===== config.mk =====
export PLATFORM = sky130hd
export DESIGN_NAME = fir_filter_28_tap_flat
export DESIGN_NICKNAME = d
export VERILOG_FILES = /design/src/design/fir28_pkg.sv /design/src/design/fir28_sample_if.sv /design/src/design/fir_filter_28_tap.sv /design/src/design/fir28_tap_cell.sv /design/src/flat_wrapper.sv
export SDC_FILE = /design/constraint.sdc
export NUM_CORES = 2
export LEC_CHECK = 0
export BUFFER_PORTS_ARGS = -buffer_cell sky130_fd_sc_hd__buf_2
export CELL_PAD_IN_SITES_DETAIL_PLACEMENT = 1
export CELL_PAD_IN_SITES_GLOBAL_PLACEMENT = 2
export CORE_ASPECT_RATIO = 1.4
export CORE_MARGIN = 1.5
export CORE_UTILIZATION = 40
export CTS_BUF_LIST = sky130_fd_sc_hd__clkbuf_2
export DETAILED_ROUTE_END_ITERATION = 6
export GPL_ROUTABILITY_DRIVEN = 0
export HOLD_SLACK_MARGIN = 0.1
export PLACE_DENSITY_LB_ADDON = 0.1
export REMOVE_ABC_BUFFERS = 1
export SYNTH_ARGS = -nofsm -noshare
export SYNTH_HDL_FRONTEND = slang
export SYNTH_HIERARCHICAL = 1
export SYNTH_SLANG_ARGS = --single-unit
export TNS_END_PERCENT = 100

===== constraint.sdc =====
create_clock -name clk_i -period 9.3 [get_ports clk_i]
set_clock_uncertainty 0.15 [all_clocks]
set_input_delay 0 -clock clk_i [delete_from_list [all_inputs] [get_ports clk_i]]
set_output_delay 0 -clock clk_i [all_outputs]
set_load 0.02 [all_outputs]

===== src/design/fir28_pkg.sv =====
// Shared widths, coefficient table and coefficient lookup for the 28-tap FIR filter.
package fir28_pkg;

  localparam int SAMPLE_W = 16;
  localparam int COEF_W   = 12;
  localparam int PROD_W   = SAMPLE_W + COEF_W;
  localparam int ACC_W    = 28;
  localparam int HALF_LEN = 14;
  localparam int TAPS_DEF = 28;

  typedef logic signed [SAMPLE_W-1:0] sample_t;
  typedef logic signed [COEF_W-1:0]   coef_t;
  typedef logic signed [ACC_W-1:0]    acc_t;

  localparam coef_t HALF_COEF [HALF_LEN] = '{
    12'sd9,   -12'sd48,  -12'sd22, 12'sd30,  12'sd37, -12'sd30,  -12'sd65,
    12'sd20,  12'sd105,  12'sd11,  -12'sd173, -12'sd98, 12'sd367, 12'sd846
  };

  // Symmetric coefficient of tap k; taps further than the half list from either end are zero.
  function automatic coef_t fir_coef(input int k, input int taps);
    int m;
    m = ((taps - 1 - k) < k) ? (taps - 1 - k) : k;
    if (m < 0 || m >= HALF_LEN) begin
      return '0;
    end
    return HALF_COEF[m];
  endfunction

endpackage


===== src/design/fir28_sample_if.sv =====
// Valid/ready stream interfaces for input samples and filtered results.
interface fir28_sample_if
  import fir28_pkg::*;
();
  logic    valid;
  logic    ready;
  sample_t sample;

  modport source (output valid, output sample, input ready);
  modport sink   (input valid, input sample, output ready);
endinterface

interface fir28_result_if
  import fir28_pkg::*;
();
  logic valid;
  logic ready;
  acc_t filtered;

  modport source (output valid, output filtered, input ready);
  modport sink   (input valid, input filtered, output ready);
endinterface


===== src/design/fir_filter_28_tap.sv =====
// Top level of the symmetric FIR filter: transposed chain of tap cells and an output register.
// The result of a sample is presented from the output register in the cycle after its transfer.
// Throughput: one sample per cycle while results are taken; each cell does one constant multiply and add per transfer.
// The output register lets a new sample in while the previous result is being taken.
// Reset (rst_ni low, asynchronous) zeroes every partial sum, i.e. an all-zero sample history,
// and empties the output register.
module fir_filter_28_tap
  import fir28_pkg::*;
#(
  parameter int TAPS = TAPS_DEF
) (
  input  logic           clk_i,
  input  logic           rst_ni,
  fir28_sample_if.sink   in_i,
  fir28_result_if.source out_o
);

  localparam coef_t C0 = fir_coef(0, TAPS);

  logic                     in_xfer;
  logic signed [PROD_W-1:0] prod0;
  acc_t                     psum [1:TAPS];
  acc_t                     filtered_d;
  acc_t                     filtered_q;
  logic                     out_valid_q;

  assign in_i.ready = !out_valid_q || out_o.ready;
  assign in_xfer    = in_i.valid && in_i.ready;

  assign psum[TAPS] = '0;

  for (genvar k = 1; k < TAPS; k++) begin : g_tap
    fir28_tap_cell #(
      .COEF (fir_coef(k, TAPS))
    ) u_cell (
      .clk_i  (clk_i),
      .rst_ni (rst_ni),
      .adv_i  (in_xfer),
      .x_i    (in_i.sample),
      .psum_i (psum[k+1]),
      .psum_o (psum[k])
    );
  end

  assign prod0      = in_i.sample * C0;
  assign filtered_d = ACC_W'(prod0) + psum[1];

  always_ff @(posedge clk_i or negedge rst_ni) begin
    if (!rst_ni) begin
      out_valid_q <= 1'b0;
    end else if (in_xfer) begin
      out_valid_q <= 1'b1;
    end else if (out_o.ready) begin
      out_valid_q <= 1'b0;
    end
  end

  always_ff @(posedge clk_i) begin
    if (in_xfer) begin
      filtered_q <= filtered_d;
    end
  end

  assign out_o.valid    = out_valid_q;
  assign out_o.filtered = filtered_q;

endmodule


===== src/design/fir28_tap_cell.sv =====
// One transposed-form tap: adds its coefficient times the new sample to its neighbour's partial sum.
module fir28_tap_cell
  import fir28_pkg::*;
#(
  parameter coef_t COEF = '0
) (
  input  logic    clk_i,
  input  logic    rst_ni,
  input  logic    adv_i,
  input  sample_t x_i,
  input  acc_t    psum_i,
  output acc_t    psum_o
);

  logic signed [PROD_W-1:0] prod;
  acc_t                     psum_d;
  acc_t                     psum_q;

  assign prod   = x_i * COEF;
  assign psum_d = ACC_W'(prod) + psum_i;
  assign psum_o = psum_q;

  // Partial sums stand in for the delay line, so zero at reset means an all-zero history.
  always_ff @(posedge clk_i or negedge rst_ni) begin
    if (!rst_ni) begin
      psum_q <= '0;
    end else if (adv_i) begin
      psum_q <= psum_d;
    end
  end

endmodule


===== src/flat_wrapper.sv =====
// flat-port wrapper written by rule: the top's interface ports become plain ports
module fir_filter_28_tap_flat import fir28_pkg::*;
#(
  parameter int TAPS = TAPS_DEF
)
  (clk_i, rst_ni, in_i_valid, in_i_sample, in_i_ready, out_o_valid, out_o_filtered, out_o_ready);
  fir28_sample_if in_i_i ();
  fir28_result_if out_o_i ();
  input  logic clk_i;
  input  logic rst_ni;
  input wire logic [$bits(in_i_i.valid)-1:0] in_i_valid;
  input wire logic [$bits(in_i_i.sample)-1:0] in_i_sample;
  output wire logic [$bits(in_i_i.ready)-1:0] in_i_ready;
  output wire logic [$bits(out_o_i.valid)-1:0] out_o_valid;
  output wire logic [$bits(out_o_i.filtered)-1:0] out_o_filtered;
  input wire logic [$bits(out_o_i.ready)-1:0] out_o_ready;
  assign in_i_i.valid = in_i_valid;
  assign in_i_i.sample = in_i_sample;
  assign in_i_ready = in_i_i.ready;
  assign out_o_valid = out_o_i.valid;
  assign out_o_filtered = out_o_i.filtered;
  assign out_o_i.ready = out_o_ready;
  fir_filter_28_tap #(.TAPS(TAPS)) u_core (.clk_i(clk_i), .rst_ni(rst_ni), .in_i(in_i_i), .out_o(out_o_i));
endmodule

Word level (Yosys, flattened, before mapping)
Cells that the tools add are included.
{ "word_totals": {"reg_bits": 785, "input_bits": 20, "output_inout_bits": 30, "word_cells": 76} }
{ "classes": {"n_addsub": 27, "multipliers": 14, "n_mux": 2, "reduce_logical": 4} }
{ "ops": {"columns": ["operator", "count"], "rows": [
  ["adder 28 bit", 27],
  ["multiplier 16 x 5 -> 21 bit, second input constant", 5],
  ["multiplier 16 x 10 -> 26 bit, second input constant", 2],
  ["multiplier 16 x 8 -> 24 bit, second input constant", 2],
  ["multiplier 16 x 7 -> 23 bit, second input constant", 2],
  ["multiplier 16 x 9 -> 25 bit, second input constant", 1],
  ["multiplier 16 x 4 -> 20 bit, second input constant", 1],
  ["multiplier 16 x 3 -> 19 bit, second input constant", 1],
  ["2-to-1 mux 1 bit", 2],
  ["nonzero test 2 bit", 1],
  ["logical AND 1 bit", 1],
  ["logical NOT 1 bit", 1],
  ["logical OR 1 bit", 1]
]} }

Longest topological paths before layout
{ "depth": {"depth_word": 4, "ltp_mapped": 28, "depth_no_buf": 27} }

Cells and area by module
The synthesis kept the hierarchy.
{ "modules_own_cells": {"columns": ["module", "instances", "cells_each", "area_each_um2", "seq_area_each_um2"], "rows": [
  ["fir28_tap_cell (u_core.g_tap[13].u_cell ...)", 2, 689, 6124.6, 700.7],
  ["fir28_tap_cell (u_core.g_tap[12].u_cell ...)", 2, 625, 5910.7, 700.7],
  ["fir28_tap_cell (u_core.g_tap[10].u_cell ...)", 2, 537, 5202.5, 700.7],
  ["fir28_tap_cell (u_core.g_tap[23].u_cell ...)", 2, 478, 4216.5, 700.7],
  ["fir28_tap_cell (u_core.g_tap[25].u_cell ...)", 2, 469, 4167.7, 700.7],
  ["fir28_tap_cell (u_core.g_tap[24].u_cell ...)", 2, 452, 4102.7, 700.7],
  ["fir28_tap_cell (u_core.g_tap[21].u_cell)", 1, 530, 5704.2, 700.7],
  ["fir28_tap_cell (u_core.g_tap[6].u_cell)", 1, 504, 5466.5, 700.7],
  ["fir28_tap_cell (u_core.g_tap[16].u_cell)", 1, 570, 5168.7, 700.7],
  ["fir28_tap_cell (u_core.g_tap[19].u_cell)", 1, 528, 5051.1, 700.7],
  ["fir28_tap_cell (u_core.g_tap[11].u_cell)", 1, 547, 5026.1, 700.7],
  ["fir28_tap_cell (u_core.g_tap[8].u_cell)", 1, 523, 4913.5, 700.7],
  ["fir28_tap_cell (u_core.g_tap[18].u_cell)", 1, 455, 3910.0, 700.7],
  ["fir28_tap_cell (u_core.g_tap[9].u_cell)", 1, 440, 3877.5, 700.7],
  ["8 more rows", null, null, null, null]
]} }

Worst setup path before layout
Ideal clock, no wire load.
{ "synth_timing": {"kind": "input to register", "from": "input port in_i_sample[1]", "to": "register u_core.g_tap[14].u_cell.psum_q[27]", "setup_ns": 0.137, "arrival_time_ns": 5.432, "required_time_ns": 9.013, "setup_slack_ns": 3.582, "cell_stages": 24, "n_path_buf": 1, "cell_sequence": "ha_1 inv_1 fa_1 fa_1 fa_1 fa_1 inv_1 ha_1 o21a_1 o21a_1 o21ai_1 a31oi_1 o41ai_2 a21oi_1 or4b_1 o211ai_1 ha_1 clkbuf_1 nand4_1 or4b_1 nor3_1 a211oi_1 xnor2_1 a21oi_1"} }
{ "synth_via": {"elab_chain_cells": 2} }
{ "synth_rtl": {"columns": ["item", "line", "rtl"], "rows": [
  ["start: declaration", "flat_wrapper.sv:12", "input wire logic [$bits(in_i_i.sample)-1:0] in_i_sample;"],
  ["multiplier 16 x 10 -> 26 bit", "fir28_tap_cell.sv:19", "assign prod = x_i * COEF;"],
  ["adder 28 bit", "fir28_tap_cell.sv:20", "assign psum_d = ACC_W'(prod) + psum_i;"],
  ["end signal: assignment", "fir28_tap_cell.sv:28", "psum_q <= psum_d;"],
  ["end: declaration", "fir28_tap_cell.sv:17", "acc_t psum_q;"]
]} }
Every way passes these cells.
A chain may end at the register's enable or synchronous reset.

Worst setup path after layout
{ "layout_timing": {"from": "input port in_i_sample[2]", "to": "register u_core.g_tap[14].u_cell.psum_q[27]"} }
Same word-level chain as after synthesis.

==> metrics.md <==
| Metric | Value |
|---|---|
| Reg2Reg Depth | `14` |
| Synth Instances | `13.6k` |
| RSZ-0062 raised after global routing | `no` |
| CP max-delay cell | `dlygate4sd3_1` |
| Register area share after synthesis | `about 16%` |
| Dpl hpwl | `between 300000 and 400000 um` |
| CTS HTree Levels | `4` |
| PortBufs | `49` |
| Vias/cell | `around 5.4` |
| Fmax | `138 MHz` |
| Post-Route WL | `between 300000 and 400000 um` |
| EDFF count, synth | `28` |
| Crit. Startpoint | `in_i_sample[2]` |
| Final std cells w/o fill | `18.2k` |
| Data required, critical path | `10780 ps` |
| Synth Area in XOR/XNOR | `6.10%` |
| Crit share post-route | `between 70% and 80%` |
| Ys Warns | `6` |
| Outcome | `finished, final reports clean` |
| DP Cell Count | `between 15k and 20k` |
| Slew @ Worst Pin | `1030 ps` |
| Starting density of the core | `40.2%` |
| Vias in the first global route | `roughly 110k` |
| Die Y-Extent | `between 600 and 700 um` |
| CP peak stage delay | `approximately 570 ps` |
| Number of placed I/O pins | `50` |
| Synth Area in Compound Gates | `between 10% and 20%` |
| Maximum number of pins on one net before global-route repair | `~120` |
| Crit Path Max Fanout | `16` |
| CTS Buffer Depth | `4` |
| Hold Path Stages | `2` |
| Antenna violations before repair | `19` |
| Clock sinks | `785` |
| Commonest non-fill, non-tap cells in the layout | `inv_1 (2430), ha_1 (2232), fa_1 (1084)` |
| Post-CTS Resized | `0` |
| Crit path DAT | `approximately 8700 ps` |
| RR Startpoint | `u_core/g_tap[23].u_cell/psum_o[4]` |
| Slew headroom | `between 30 and 40%` |
| First-pass GRT wire length | `between 600000 and 700000 um` |
| Core outline area | `around 310000 um2` |
| Hold Crit Start | `u_core/g_tap[2].u_cell/psum_o[2]` |
| Critical path capture point type | `flip-flop` |
| Critical path class | `in2reg` |
| Area growth syn-to-layout | `6.87%` |
| Share of layout cells above drive strength 1 | `a little under a tenth` |
| Max Cap Violations | `0` |
| Nature of the critical path startpoint | `input port` |
| Hold worst-path end | `u_core/g_tap[2].u_cell/psum_o[2]` |
| Row Count | `243` |
| Routed Antenna Nets | `0` |
| Primary FF master, synth | `dfrtp_1` |
| Final hold vios | `0` |
| Critical Path Most Common Cell | `fa_1` |
| Critical path buffers and inverters | `8` |
| Reg2reg setup slack | `3390 ps` |
| Worst skew pair latency | `~1800 ps` |
| Commonest non-fill, non-tap cell in the layout | `inv_1` |
| Grt total ovfl | `0` |
| Vias | `between 90k and 100k` |
| Syn_area_per_cell | `a little over 9 um2` |
| DIE AREA | `318000 um2` |
| Final Critical Period | `around 7300 ps` |
| Die X | `about 480 um` |
| Total track usage | `between 20 and 25%` |
| Post-synth ARST share | `a little over nine tenths` |
| DR WL/cell | `between 20 and 25 um` |
| Flops & latches, synth | `slightly below 800` |
| First DRT Iteration DRCs | `roughly 3.1k` |
| Drt drc | `0` |
| Synth Area in Simple Gates | `9.54%` |
| Clock-pin slew on the worst setup and hold paths | `about 100 ps` |
| Largest family of logic cells by synthesized area | `adder cells` |
| Layout Nets | `roughly 17k` |
| Setup violations, final | `0` |
| Final Util | `between 40% and 50%` |
| Adder-cell share of the synthesized area | `approximately two fifths` |
| Clk root buf | `clkbuf_2` |
| Synthesized area | `126000 um2` |
| Yosys cell types | `156` |
| Drt pass-1 iters | `5` |
| Hold Path Class | `reg2reg` |
| Crit path max-delay family | `adder cells` |
| Cts bufs inserted | `about 240` |
| Filler instances | `~36k` |
| CTS tree | `built` |
| Post-synthesis mux area share | `4.82%` |
| FF-to-FF End | `u_core/g_tap[22].u_cell/psum_o[9]` |
| Max-slew violation count | `0` |
## cell type report
type	instances	area [um2]	area share, %
sequential	785	19800	14.7
clock inverter	87	504	0.375
timing repair buffer	246	2390	1.78
tap	4165	5210	3.87
inverter	2437	9150	6.80
clock buffer	331	1660	1.23
antenna	10	25.0	0.0186
multi-input combinational	10200	95800	71.2
## logic make-up after synthesis
group,count (synthesis)
buffers and inverters,2691
adder cells (fa/ha/maj),3316
AO/OA/AOI/OAI,2960
other,1
multiplexers,541
AND/OR/NAND/NOR,2457
XOR/XNOR,865
flip-flops,785
## metal layers
| metal | wire (um) | global-route usage, % | share of wire, % |
|---|---|---|---|
| met5 | 106 | 0 | 0.027 |
| met4 | 20700 | 11.7 | 5.3 |
| met3 | 8330 | 2.34 | 2.1 |
| met2 | 216000 | 49.1 | 55 |
| met1 | 149000 | 26.1 | 38 |
## worst register-to-register path, stage by stage (launching register included)
cell and delay [ps]:
dfrtp_1 390, ha_1 180, dlygate4sd3_1 600, a21o_1 190
dlygate4sd3_1 560, a21oi_1 230, dlygate4sd3_1 580, nand2_1 50
dlygate4sd3_1 600, a21boi_0 260, dlygate4sd3_1 610, xnor2_1 60
dlygate4sd3_1 540, mux2_2 270, dlygate4sd3_1 550
## state kept, by name, summed over array words and instances (netlist names)
| signal | cells |
|---|---|
| u_core/g_tap.u_cell/psum_o | 756 |
| u_core/out_o.filtered | 28 |
| u_core/out_o.valid | 1 |
## synthesized netlist by cell type, drive strengths merged, types with 28 or more instances
cell type	count	area, um2
nand2	739	2800
a21o	318	2400
nand4	123	769
a31o	33	289
and3	108	713
edfxtp	28	841
nor4	37	238
a211o	43	383
xor2	225	1990
or2	44	275
o21bai	115	867
nor3	177	922
dfrtp	757	18900
a21oi	920	4770
nand2b	110	688
o21ai	514	2650
a21boi	33	255
or3	45	283
nand3	220	1110
mux2i	54	541
o31ai	110	936
buf	96	597
o311ai	48	470
mux2	487	5530
o21a	154	1160
and2	58	372
fa	1084	21700
clkbuf	156	634
a31oi	87	578
o211ai	112	886
inv	2430	9120
nor2	574	2160
o2111ai	37	348
xnor2	635	5580
nor2b	90	571
ha	2232	27900
a211oi	126	1080
## how the worst max path moves through the flow
stage | cells past startpoint | end
2_1_floorplan | 6 | u_core/g_tap[19].u_cell/psum_o[27]
3_3_place_gp | 27 | u_core/g_tap[3].u_cell/psum_o[27]
3_5_place_dp | 27 | u_core/g_tap[14].u_cell/psum_o[27]
4_1_cts | 31 | u_core/g_tap[14].u_cell/psum_o[27]
5_1_grt | 31 | u_core/g_tap[14].u_cell/psum_o[27]
6_report | 31 | u_core/g_tap[14].u_cell/psum_o[27]
## timing repair
item,CTS,global route
setup buffers,0,0
hold buffers,92,0
endpoints found under the hold margin,1570,0
## metrics by stage
stage,area [um2],TNS [ps],hold slack (ps),setup WS (ps)
floorplan,125000,-9575780,-446,-19790
global placement,131000,0,-87.9,2010
detailed placement,131000,0,-90.0,1950
CTS,135000,0,100,2300
global route,135000,0,267,1770
finish,135000,0,345,2040
Power is not shown: default switching activity piles up to over one toggle a cycle in this logic, so the estimate is an artifact.
